[src/rtl/ppl_pkg.sv]
// Shared constants and types for the polyline path length block.
package ppl_pkg;

	localparam int COORD_BITS  = 16;
	localparam int FRAC_BITS   = 8;
	localparam int TOL_BITS    = 16;
	localparam int SUM_BITS    = 40;
	localparam int DIFF_BITS   = COORD_BITS;
	localparam int SQ_BITS     = 2 * DIFF_BITS;
	localparam int ROOT_BITS   = (SQ_BITS + 1 + 2 * FRAC_BITS + 1) / 2;
	localparam int RAD_BITS    = 2 * ROOT_BITS;
	localparam int REM_BITS    = ROOT_BITS + 2;
	localparam int CNT_BITS    = $clog2(ROOT_BITS);
	localparam int QUEUE_DEPTH = 4;
	localparam int QPTR_BITS   = $clog2(QUEUE_DEPTH);

	localparam logic [SUM_BITS-1:0] SUM_MAX = '1;

	typedef struct packed {
		logic [DIFF_BITS-1:0] adx;
		logic [DIFF_BITS-1:0] ady;
		logic                 add_seg;
		logic                 last;
	} job_t;

	typedef struct packed {
		logic full;
		logic empty;
	} q_status_t;

	typedef enum logic [2:0] {
		BK_IDLE,
		BK_SQX,
		BK_SQY,
		BK_ADD,
		BK_ROOT,
		BK_ACC
	} back_state_t;

endpackage

[src/rtl/ppl_front.sv]
// Front end: vertex intake, coordinate differences and backtrack detection.
module ppl_front
	import ppl_pkg::*;
(
	input  logic                         clk,
	input  logic                         arst_n,
	input  logic                         in_valid,
	output logic                         in_stall,
	input  logic signed [COORD_BITS-1:0] x_coord,
	input  logic signed [COORD_BITS-1:0] y_coord,
	input  logic                         last_vertex,
	input  logic                         cfg_valid,
	output logic                         cfg_ready,
	input  logic [TOL_BITS-1:0]          cfg_data,
	input  q_status_t                    q_status,
	output logic                         push,
	output job_t                         push_job
);

	logic signed [COORD_BITS-1:0] prev_x_q, prev_y_q, older_x_q, older_y_q;
	logic [1:0]                   seen_q;
	logic [TOL_BITS-1:0]          tol_q;
	logic signed [COORD_BITS:0]   dpx, dpy, dox, doy;
	logic [DIFF_BITS-1:0]         apx, apy, aox, aoy;
	logic                         match_x, match_y, backtrack;

	assign in_stall  = q_status.full;
	assign cfg_ready = 1'b1;
	assign push      = in_valid && !q_status.full;

	always_comb begin
		dpx = {prev_x_q[COORD_BITS-1], prev_x_q} - {x_coord[COORD_BITS-1], x_coord};
		dpy = {prev_y_q[COORD_BITS-1], prev_y_q} - {y_coord[COORD_BITS-1], y_coord};
		dox = {older_x_q[COORD_BITS-1], older_x_q} - {x_coord[COORD_BITS-1], x_coord};
		doy = {older_y_q[COORD_BITS-1], older_y_q} - {y_coord[COORD_BITS-1], y_coord};
		apx = dpx[COORD_BITS] ? DIFF_BITS'(-dpx) : DIFF_BITS'(dpx);
		apy = dpy[COORD_BITS] ? DIFF_BITS'(-dpy) : DIFF_BITS'(dpy);
		aox = dox[COORD_BITS] ? DIFF_BITS'(-dox) : DIFF_BITS'(dox);
		aoy = doy[COORD_BITS] ? DIFF_BITS'(-doy) : DIFF_BITS'(doy);
		match_x = {{TOL_BITS{1'b0}}, aox} <= {{DIFF_BITS{1'b0}}, tol_q};
		match_y = {{TOL_BITS{1'b0}}, aoy} <= {{DIFF_BITS{1'b0}}, tol_q};
		backtrack = (seen_q == 2'd2) && match_x && match_y;
		push_job.adx     = apx;
		push_job.ady     = apy;
		push_job.add_seg = (seen_q != 2'd0) && !backtrack;
		push_job.last    = last_vertex;
	end

	always_ff @(posedge clk or negedge arst_n) begin
		if (!arst_n) begin
			tol_q <= '0;
		end else if (cfg_valid && cfg_ready) begin
			tol_q <= cfg_data;
		end
	end

	always_ff @(posedge clk or negedge arst_n) begin
		if (!arst_n) begin
			prev_x_q  <= '0;
			prev_y_q  <= '0;
			older_x_q <= '0;
			older_y_q <= '0;
			seen_q    <= '0;
		end else if (push) begin
			if (last_vertex) begin
				prev_x_q  <= '0;
				prev_y_q  <= '0;
				older_x_q <= '0;
				older_y_q <= '0;
				seen_q    <= '0;
			end else begin
				older_x_q <= prev_x_q;
				older_y_q <= prev_y_q;
				prev_x_q  <= x_coord;
				prev_y_q  <= y_coord;
				if (seen_q != 2'd2) begin
					seen_q <= seen_q + 2'd1;
				end
			end
		end
	end

endmodule

[src/rtl/ppl_fifo.sv]
// Short job queue between the front end and the length engine.
module ppl_fifo
	import ppl_pkg::*;
(
	input  logic      clk,
	input  logic      arst_n,
	input  logic      push,
	input  job_t      push_job,
	input  logic      pop,
	output job_t      pop_job,
	output q_status_t q_status
);

	job_t                 mem [QUEUE_DEPTH];
	logic [QPTR_BITS-1:0] wr_ptr_q, rd_ptr_q;
	logic [QPTR_BITS:0]   count_q;

	assign pop_job        = mem[rd_ptr_q];
	assign q_status.full  = (count_q == (QPTR_BITS+1)'(QUEUE_DEPTH));
	assign q_status.empty = (count_q == '0);

	always_ff @(posedge clk) begin
		if (push) begin
			mem[wr_ptr_q] <= push_job;
		end
	end

	always_ff @(posedge clk or negedge arst_n) begin
		if (!arst_n) begin
			wr_ptr_q <= '0;
			rd_ptr_q <= '0;
			count_q  <= '0;
		end else begin
			if (push) begin
				wr_ptr_q <= wr_ptr_q + 1'b1;
			end
			if (pop) begin
				rd_ptr_q <= rd_ptr_q + 1'b1;
			end
			unique case ({push, pop})
				2'b10:   count_q <= count_q + 1'b1;
				2'b01:   count_q <= count_q - 1'b1;
				default: count_q <= count_q;
			endcase
		end
	end

	a_no_push_full: assert property (@(posedge clk) disable iff (!arst_n)
		!(push && q_status.full)) else $error("push into full queue");
	a_no_pop_empty: assert property (@(posedge clk) disable iff (!arst_n)
		!(pop && q_status.empty)) else $error("pop from empty queue");
	a_count_bound: assert property (@(posedge clk) disable iff (!arst_n)
		count_q <= (QPTR_BITS+1)'(QUEUE_DEPTH)) else $error("queue count out of range");

endmodule

[src/rtl/ppl_back.sv]
// Length engine: squares, bit-serial square root, saturating sum, result register.
module ppl_back
	import ppl_pkg::*;
(
	input  logic                clk,
	input  logic                arst_n,
	input  q_status_t           q_status,
	input  job_t                pop_job,
	output logic                pop,
	output logic                out_valid,
	input  logic                out_stall,
	output logic [SUM_BITS-1:0] path_length,
	output logic                overflow
);

	back_state_t          state_q, state_d;
	job_t                 job_q;
	logic [SQ_BITS-1:0]   sqx_q, sqy_q;
	logic [RAD_BITS-1:0]  rad_q;
	logic [REM_BITS-1:0]  rem_q, rem_shift, trial;
	logic [ROOT_BITS-1:0] root_q;
	logic [CNT_BITS-1:0]  cnt_q;
	logic [SUM_BITS-1:0]  sum_q, path_length_q;
	logic                 sat_q, out_valid_q, overflow_q;
	logic [SUM_BITS:0]    acc_sum;
	logic                 out_free, acc_go, root_done, take_bit;

	assign out_valid   = out_valid_q;
	assign path_length = path_length_q;
	assign overflow    = overflow_q;
	assign out_free    = !out_valid_q || !out_stall;

	always_comb begin
		rem_shift = {rem_q[REM_BITS-3:0], rad_q[RAD_BITS-1 -: 2]};
		trial     = {root_q, 2'b01};
		take_bit  = rem_shift >= trial;
		acc_sum   = {1'b0, sum_q} + (SUM_BITS+1)'(root_q);
		root_done = (cnt_q == CNT_BITS'(ROOT_BITS - 1));
	end

	always_comb begin
		pop    = 1'b0;
		acc_go = 1'b0;
		unique case (state_q)
			BK_IDLE: pop    = !q_status.empty;
			BK_ACC:  acc_go = !job_q.last || out_free;
			default: begin
				pop    = 1'b0;
				acc_go = 1'b0;
			end
		endcase
	end

	always_comb begin
		state_d = state_q;
		unique case (state_q)
			BK_IDLE: begin
				if (!q_status.empty) begin
					state_d = pop_job.add_seg ? BK_SQX : BK_ACC;
				end
			end
			BK_SQX:  state_d = BK_SQY;
			BK_SQY:  state_d = BK_ADD;
			BK_ADD:  state_d = BK_ROOT;
			BK_ROOT: begin
				if (root_done) begin
					state_d = BK_ACC;
				end
			end
			BK_ACC: begin
				if (acc_go) begin
					state_d = BK_IDLE;
				end
			end
			default: state_d = BK_IDLE;
		endcase
	end

	always_ff @(posedge clk or negedge arst_n) begin
		if (!arst_n) begin
			state_q <= BK_IDLE;
		end else begin
			state_q <= state_d;
		end
	end

	always_ff @(posedge clk) begin
		if (pop) begin
			job_q  <= pop_job;
			root_q <= '0;
		end
		if (state_q == BK_SQX) begin
			sqx_q <= job_q.adx * job_q.adx;
		end
		if (state_q == BK_SQY) begin
			sqy_q <= job_q.ady * job_q.ady;
		end
		if (state_q == BK_ADD) begin
			rad_q <= RAD_BITS'({1'b0, sqx_q} + {1'b0, sqy_q}) << (2 * FRAC_BITS);
			rem_q <= '0;
			cnt_q <= '0;
		end
		if (state_q == BK_ROOT) begin
			rad_q <= rad_q << 2;
			cnt_q <= cnt_q + 1'b1;
			if (take_bit) begin
				rem_q  <= rem_shift - trial;
				root_q <= {root_q[ROOT_BITS-2:0], 1'b1};
			end else begin
				rem_q  <= rem_shift;
				root_q <= {root_q[ROOT_BITS-2:0], 1'b0};
			end
		end
		if (acc_go && job_q.last) begin
			path_length_q <= acc_sum[SUM_BITS] ? SUM_MAX : acc_sum[SUM_BITS-1:0];
			overflow_q    <= sat_q || acc_sum[SUM_BITS];
		end
	end

	always_ff @(posedge clk or negedge arst_n) begin
		if (!arst_n) begin
			sum_q       <= '0;
			sat_q       <= 1'b0;
			out_valid_q <= 1'b0;
		end else begin
			if (acc_go && job_q.last) begin
				out_valid_q <= 1'b1;
			end else if (out_valid_q && !out_stall) begin
				out_valid_q <= 1'b0;
			end
			if (acc_go) begin
				if (job_q.last) begin
					sum_q <= '0;
					sat_q <= 1'b0;
				end else if (acc_sum[SUM_BITS]) begin
					sum_q <= SUM_MAX;
					sat_q <= 1'b1;
				end else begin
					sum_q <= acc_sum[SUM_BITS-1:0];
				end
			end
		end
	end

	a_sat_pins_max: assert property (@(posedge clk) disable iff (!arst_n)
		sat_q |-> (sum_q == SUM_MAX)) else $error("saturated sum below maximum");
	a_root_count: assert property (@(posedge clk) disable iff (!arst_n)
		(state_q == BK_ROOT) |-> (cnt_q < CNT_BITS'(ROOT_BITS))) else $error("root count overrun");
	a_result_held: assert property (@(posedge clk) disable iff (!arst_n)
		(state_q == BK_ACC && job_q.last && out_valid_q && out_stall) |=> (state_q == BK_ACC))
		else $error("result overwrote a waiting beat");

endmodule

[src/rtl/polyline_path_length.sv]
// Top level of the polyline path length block.
//
//  channel  dir  handshake            payload
//  in       in   in_valid/in_stall    x_coord, y_coord, last_vertex
//  out      out  out_valid/out_stall  path_length, overflow
//  cfg      in   cfg_valid/cfg_ready  cfg_data (match tolerance)
//
// A vertex that adds a segment passes through the length engine in order: fetch, the two
// squares and their sum, the bit-serial square root, then accumulate. A vertex that adds
// no segment goes from fetch straight to accumulate.
// The front end accepts vertices ahead of the engine until the four-entry queue fills.
// Reset clears the path state, the tolerance and the result valid flag; a stalled
// result beat holds the engine at its accumulate step.
module polyline_path_length
	import ppl_pkg::*;
(
	input  logic                         clk,
	input  logic                         arst_n,
	input  logic                         in_valid,
	output logic                         in_stall,
	input  logic signed [COORD_BITS-1:0] x_coord,
	input  logic signed [COORD_BITS-1:0] y_coord,
	input  logic                         last_vertex,
	output logic                         out_valid,
	input  logic                         out_stall,
	output logic [SUM_BITS-1:0]          path_length,
	output logic                         overflow,
	input  logic                         cfg_valid,
	output logic                         cfg_ready,
	input  logic [TOL_BITS-1:0]          cfg_data
);

	q_status_t q_status;
	logic      push, pop;
	job_t      push_job, pop_job;

	ppl_front u_front (
		.clk         (clk),
		.arst_n      (arst_n),
		.in_valid    (in_valid),
		.in_stall    (in_stall),
		.x_coord     (x_coord),
		.y_coord     (y_coord),
		.last_vertex (last_vertex),
		.cfg_valid   (cfg_valid),
		.cfg_ready   (cfg_ready),
		.cfg_data    (cfg_data),
		.q_status    (q_status),
		.push        (push),
		.push_job    (push_job)
	);

	ppl_fifo u_fifo (
		.clk      (clk),
		.arst_n   (arst_n),
		.push     (push),
		.push_job (push_job),
		.pop      (pop),
		.pop_job  (pop_job),
		.q_status (q_status)
	);

	ppl_back u_back (
		.clk         (clk),
		.arst_n      (arst_n),
		.q_status    (q_status),
		.pop_job     (pop_job),
		.pop         (pop),
		.out_valid   (out_valid),
		.out_stall   (out_stall),
		.path_length (path_length),
		.overflow    (overflow)
	);

endmodule
[config.mk]
export PLATFORM = sky130hd
export DESIGN_NAME = polyline_path_length
export DESIGN_NICKNAME = d
export VERILOG_FILES = /design/src/rtl/ppl_pkg.sv /design/src/rtl/ppl_front.sv /design/src/rtl/ppl_fifo.sv /design/src/rtl/ppl_back.sv /design/src/rtl/polyline_path_length.sv
export SDC_FILE = /design/constraint.sdc
export NUM_CORES = 2
export LEC_CHECK = 0
export ABC_AREA = 1
export BUFFER_PORTS_ARGS = -buffer_cell sky130_fd_sc_hd__buf_2
export CAP_MARGIN = 20
export CORE_AREA = 10 10 277 279
export CTS_BUF_LIST = sky130_fd_sc_hd__clkbuf_2
export DETAILED_ROUTE_END_ITERATION = 7
export DIE_AREA = 0 0 287 289
export HOLD_SLACK_MARGIN = 0.12
export PLACE_DENSITY = 0.9
export SLEW_MARGIN = 40
export SYNTH_ARGS = -nofsm -noshare
export SYNTH_HDL_FRONTEND = slang
export SYNTH_HIERARCHICAL = 1
export SYNTH_SLANG_ARGS = --single-unit
[constraint.sdc]
create_clock -name clk -period 7.23 [get_ports clk]
set_input_delay 0.723 -clock clk [delete_from_list [all_inputs] [get_ports clk]]
set_output_delay 0.723 -clock clk [all_outputs]
set_load 0.01 [all_outputs]
# Yosys cells after proc, flatten, opt, wreduce, memory -nomap -nowiden
# Memories as Yosys holds them, arrays and structs flattened.
# Index checks and enable logic that the tools add are counted.
dict set report classes {
  add_sub_neg 17
  div 0
  mux 36
  eq_ne 14
  n_shift 0
  bitwise 0
  reduce_logical 27
  n_lt_le_gt_ge 3
  n_mul 2
}
# cell n
set ops {}
lappend ops {{2-to-1 mux 16 bit} 8}
lappend ops {{2-to-1 mux 25 bit} 5}
lappend ops {{2-to-1 mux 50 bit} 2}
lappend ops {{2-to-1 mux 40 bit} 2}
lappend ops {{subtractor 16 x 16 -> 17 bit} 4}
lappend ops {{multiplier 16 x 16 -> 32 bit} 2}
lappend ops {{negation 16 bit} 4}
lappend ops {{adder 40 x 25 -> 41 bit} 1}
lappend ops {{adder 32 x 32 -> 33 bit} 1}
lappend ops {{less-or-equal comparator 16 bit} 2}
lappend ops {{>= comparator 27 bit} 1}
lappend ops {{subtractor 25 bit} 1}
lappend ops {{case mux 3 bit (6 select lines)} 1}
lappend ops {{nonzero test 2 bit} 7}
lappend ops {{2-to-1 mux 3 bit} 4}
lappend ops {{2-to-1 mux 5 bit} 2}
lappend ops {{equality test 3 bit, second input constant} 3}
lappend ops {{2-to-1 mux 1 bit} 9}
lappend ops {{adder 2 x 1 -> 2 bit, second input constant} 3}
lappend ops {{equality test 3 x 2 -> 1 bit, second input constant} 2}
lappend ops {{logical AND 1 bit} 6}
lappend ops {{logical NOT 1 bit} 6}
lappend ops {{logical NOT 3 bit} 2}
lappend ops {{case mux 3 bit (2 select lines)} 1}
lappend ops {{13 further kinds} 20}
dict set report totals {
  mem_bits_ro 0
  elab_cells 125
  ff_bits 361
  output_inout_bits 44
  in_bits 54
  latchBits 0
  mem_count 1
  ramBits 136
}
# memory words word_bits read_ports rd_clocked_by_memory_dff write_ports line_no
set memory_table {}
lappend memory_table {u_fifo.mem 4 34 1 0 1 ppl_fifo.sv:14} ;# job_t mem [QUEUE_DEPTH];

# Depth between registers and ports, before layout
dict set report depth {
  ltp_word 8
  ltp_mapped 30
  mapped_depth_nobuf 29
}

# Hierarchy
# The synthesis kept the hierarchy.
# mod seq_area_each_um2 area_per_inst_um2 instances cells_per_inst
set by_module_without_submodules {}
lappend by_module_without_submodules {ppl_back 7882.6 30713.2 1 3800}
lappend by_module_without_submodules {ppl_front 2052.0 9457.8 1 1467}
lappend by_module_without_submodules {ppl_fifo 4259.1 5776.8 1 445}

# Least setup slack after synthesis
# Ideal clock, no wire load.
dict set report synth_path {
  path_type {register to register}
  from {reg u_back/job_q[22] in the netlist's numbering}
  to {reg u_back.sqx_q[23] (data pin)}
  slack_ns 1.518
  setup_time_ns 0.265
  n_path_buf 2
  arrival_time_ns 5.447
  path_stages_with_launch 21
  t_required_ns 6.965
  period_less_slack_ns 5.712
  path_cell_list {edfxtp_1 -> clkbuf_1 -> clkbuf_1 -> nand2_1 -> fa_1 -> fa_1 -> inv_1 -> fa_1 -> fa_1 -> fa_1 -> inv_1 -> fa_1 -> inv_1 -> ha_1 -> nand2_1 -> nor2_1 -> nand4_1 -> o211ai_1 -> nand2_1 -> o21ai_0 -> xor2_1}
}
dict set report synth_via {
  elab_chain_cells 1
}
# element line_no
set synth_rtl {}
lappend synth_rtl {{start: declaration} ppl_back.sv:17} ;# job_t job_q;
lappend synth_rtl {{start signal: assignment} ppl_back.sv:89} ;# job_q <= pop_job;
lappend synth_rtl {{multiplier 16 x 16 -> 32 bit} ppl_back.sv:93} ;# sqx_q <= job_q.adx * job_q.adx;
lappend synth_rtl {{end signal: assignment} ppl_back.sv:93}
lappend synth_rtl {{end: declaration} ppl_back.sv:18} ;# logic [SQ_BITS-1:0] sqx_q, sqy_q;
# Every way passes these cells.
# A chain may end at the register's enable or synchronous reset.

# Final worst setup path
dict set report layout_path {
  from {reg u_back/job_q[8] in the netlist's numbering}
  to {reg u_back.sqy_q[30] (data pin)}
}
dict set report layout_via {
  elab_chain_cells 1
}
# element line_no
set layout_rtl {}
lappend layout_rtl {{multiplier 16 x 16 -> 32 bit} ppl_back.sv:96} ;# sqy_q <= job_q.ady * job_q.ady;
lappend layout_rtl {{end signal: assignment} ppl_back.sv:96}
lappend layout_rtl {{end: declaration} ppl_back.sv:18}
# Every way passes these cells.

==> impl_metrics.tcl <==
set metrics [dict create \
    outcome "completed" \
    synth_top_area_frac 0.236 \
    drv_slew 0 \
    grt_pass1_vias 40250 \
    nFillCells 5350 \
    ys_seq_area_frac 0.309 \
    drive_gt1_frac 0.0722 \
    ys.flop_type "edfxtp_1" \
    hold_depth 4 \
    synthToLayoutAreaGrowth_pct 8.86 \
    timing.max_cap.violations 0 \
    fmax_mhz 159 \
    nNetsFinal 6746 \
    synthCells 5712 \
    rows 98 \
    vias_per_cell 5.59 \
    cts.sinks 495 \
    min-delay-start "x_coord[3]" \
    yosys.area.top_type "edfxtp_1" \
    synthTopCellsByArea "edfxtp_1 24%, fa_1 15%, nand2_1 13%" \
    clk-insertion-delay-late_ns 1.42 \
    hold_class "in -> reg" \
    finalCritPeriodShare 0.868 \
    pin_count 98 \
    synth.net_count 6494 \
    cts_setup_buffers 0 \
    crit_type "reg -> reg" \
    grt.total_usage 0.287 \
    first_pass_iters 8 \
    drc_errors 0 \
    fin_util 0.703 \
    grt_overflow_total 0 \
    finalWirelength_um 118000 \
    dieArea_um2 82900 \
    endpoint_kind "flop" \
    synth_most_common_cell "nand2_1" \
    core_um2 71100 \
    gp_congestion 0.944 \
    place_hpwl_um 86800 \
    antenna_found_initial 3 \
    cts_root_buf "clkbuf_2" \
    port_buffers 96 \
    clkTransAtPathRegs_ns 0.10 \
    critPathRequiredTime_ns 8.23 \
    r2r_slack_ns 0.95 \
    tns_ns 0 \
    rsz0062_at_grt "false" \
    fp.dieH_um 289 \
    tightestPinTransition_ns 0.919 \
    finalClockSkew_ns 0.172 \
    cts_max_level 4 \
    async_flop_share 0.271 \
    syn_avg_cell_area_um2 8.04 \
    setup_viol 0 \
    r2r-start "u_back/job_q[8]$_DFFE_PP_" \
    cts_buffers 135 \
    dp_cells 6635 \
    syn_area_um2 45900 \
    grt_max_degree 78 \
    ys_ff_latch 495 \
    wl_per_cell_um 16.8 \
    tritoncts "done" \
    hold_viol 0 \
    drt_iter0_drc 3495 \
    ant_nets 0 \
    layout.cells.non_filler 7023 \
    worstReg2RegEnd "u_back/sqy_q[30]$_DFFE_PP_" \
    cp-start-kind "flop" \
    arrival_ns 7.28 \
    die_x_um 287 \
    synthTopCellsByCount "1552 x nand2_1, 1196 x inv_1, 394 x ha_1" \
    synth_edf_count 361 \
    start_util 0.646 \
    period_minus_slack_ns 6.28 \
    yosysWarnings 6 \
    relSlewSlack 0.387 \
    crit_path_max_fanout 16 \
    num_vias 39252 \
    worstHoldEndpoint "u_front/prev_x_q[3]$_DFFE_PN0P_" \
    ys_types 58 \
    reg2regPathDepth 21 \
    cts_buffer_depth 3 \
    grt_pass1_wl_um 195000 \
]
-- repair_timing --
item | in CTS | in global routing
endpoints found under the setup margin | 0 | 0
hold endpoints to repair | 169 | 0
hold buffers | 142 | 0
gates resized for setup | 0 | 0
-- state kept, by name (all words and copies together), names as in the netlist, 25 cells and up --
name                cells
u_back/job_q           33
u_back/path_length     40
u_back/rad_q           34
u_back/rem_q           25
u_back/root_q          25
u_back/sqx_q           31
u_back/sqy_q           31
u_back/sum_q           40
u_fifo/mem            136
-- per-stage QoR --
step	instance area, µm²	setup WS, ns	hold slack (ns)
after floorplan	45900	1.52	0.424
after global placement	47100	1.12	0.466
after detailed placement	47200	1.08	0.470
after CTS	50000	1.02	0.133
after global routing	50000	0.690	0.195
final	50000	0.951	0.276
-- placed cells by master, fill, tap and decap left out, drive strengths merged, types with 115 or more instances in the layout --
| master | instances |
|---|---|
| inv | 1207 |
| fa | 334 |
| o21ai | 160 |
| nand3 | 285 |
| nand2 | 1590 |
| dlygate4sd3 | 141 |
| buf | 115 |
| edfxtp | 361 |
| dfrtp | 134 |
| clkbuf | 190 |
| a21oi | 227 |
| ha | 394 |
| nor2 | 361 |
-- cell families after synthesis --
family          after synthesis  synth area share
simple gates               2400             0.218
buf+inv                    1344             0.112
fa+ha+maj                   728             0.253
compound gates              548            0.0688
flops                       495             0.309
xor+xnor                    193            0.0387
mux                           3          0.000735
other cells                   1         0.0000816
-- layer usage --
metal	track usage	routed length, µm
met2	0.498	58300
met3	0.0465	8250
met5	0	0
met1	0.342	46000
met4	0.149	5710
-- critical path: stages (launching register included) --
cell	delay, ns
edfxtp_1	0.84
nand2_1	0.21
fa_1	0.56
inv_1	0.05
fa_1	0.50
inv_1	0.05
fa_1	0.47
inv_1	0.05
fa_1	0.50
fa_1	0.56
inv_1	0.06
fa_1	0.54
inv_1	0.05
ha_1	0.40
nand2_1	0.11
inv_1	0.10
nand2_1	0.08
nor3_1	0.22
nand4_1	0.13
nand3_1	0.21
a21oi_1	0.11
xor2_1	0.17
-- worst max path at each step --
stage / start / end / slack [ns]
global placement: u_back/job_q[8]$_DFFE_PP_ / u_back/sqy_q[30]$_DFFE_PP_ / 1.12
CTS: u_back/job_q[15]$_DFFE_PP_ / u_back/sqy_q[30]$_DFFE_PP_ / 1.02
global route: u_back/job_q[16]$_DFFE_PP_ / u_back/sqy_q[24]$_DFFE_PP_ / 0.69
finish: u_back/job_q[8]$_DFFE_PP_ / u_back/sqy_q[30]$_DFFE_PP_ / 0.95
floorplan: u_back/job_q[22]$_DFFE_PP_ / u_back/sqx_q[23]$_DFFE_PP_ / 1.52
detailed placement: u_back/job_q[15]$_DFFE_PP_ / u_back/sqy_q[30]$_DFFE_PP_ / 1.08
-- area by class of cell --
class | instances | area (µm²) | share of cell area
diodes | 3 | 7.51 | 0.000150
inverters | 1203 | 4520 | 0.0904
repair buffers | 256 | 2090 | 0.0418
multi-input cells | 3873 | 26600 | 0.533
well taps | 950 | 1190 | 0.0238
flip-flops and latches | 495 | 14200 | 0.284
clock inverters | 53 | 412 | 0.00823
clock buffers | 190 | 951 | 0.0190
Power is left out: the tool's default activity adds up to more than one toggle a clock period on the data nets, which glitch-free logic cannot reach.
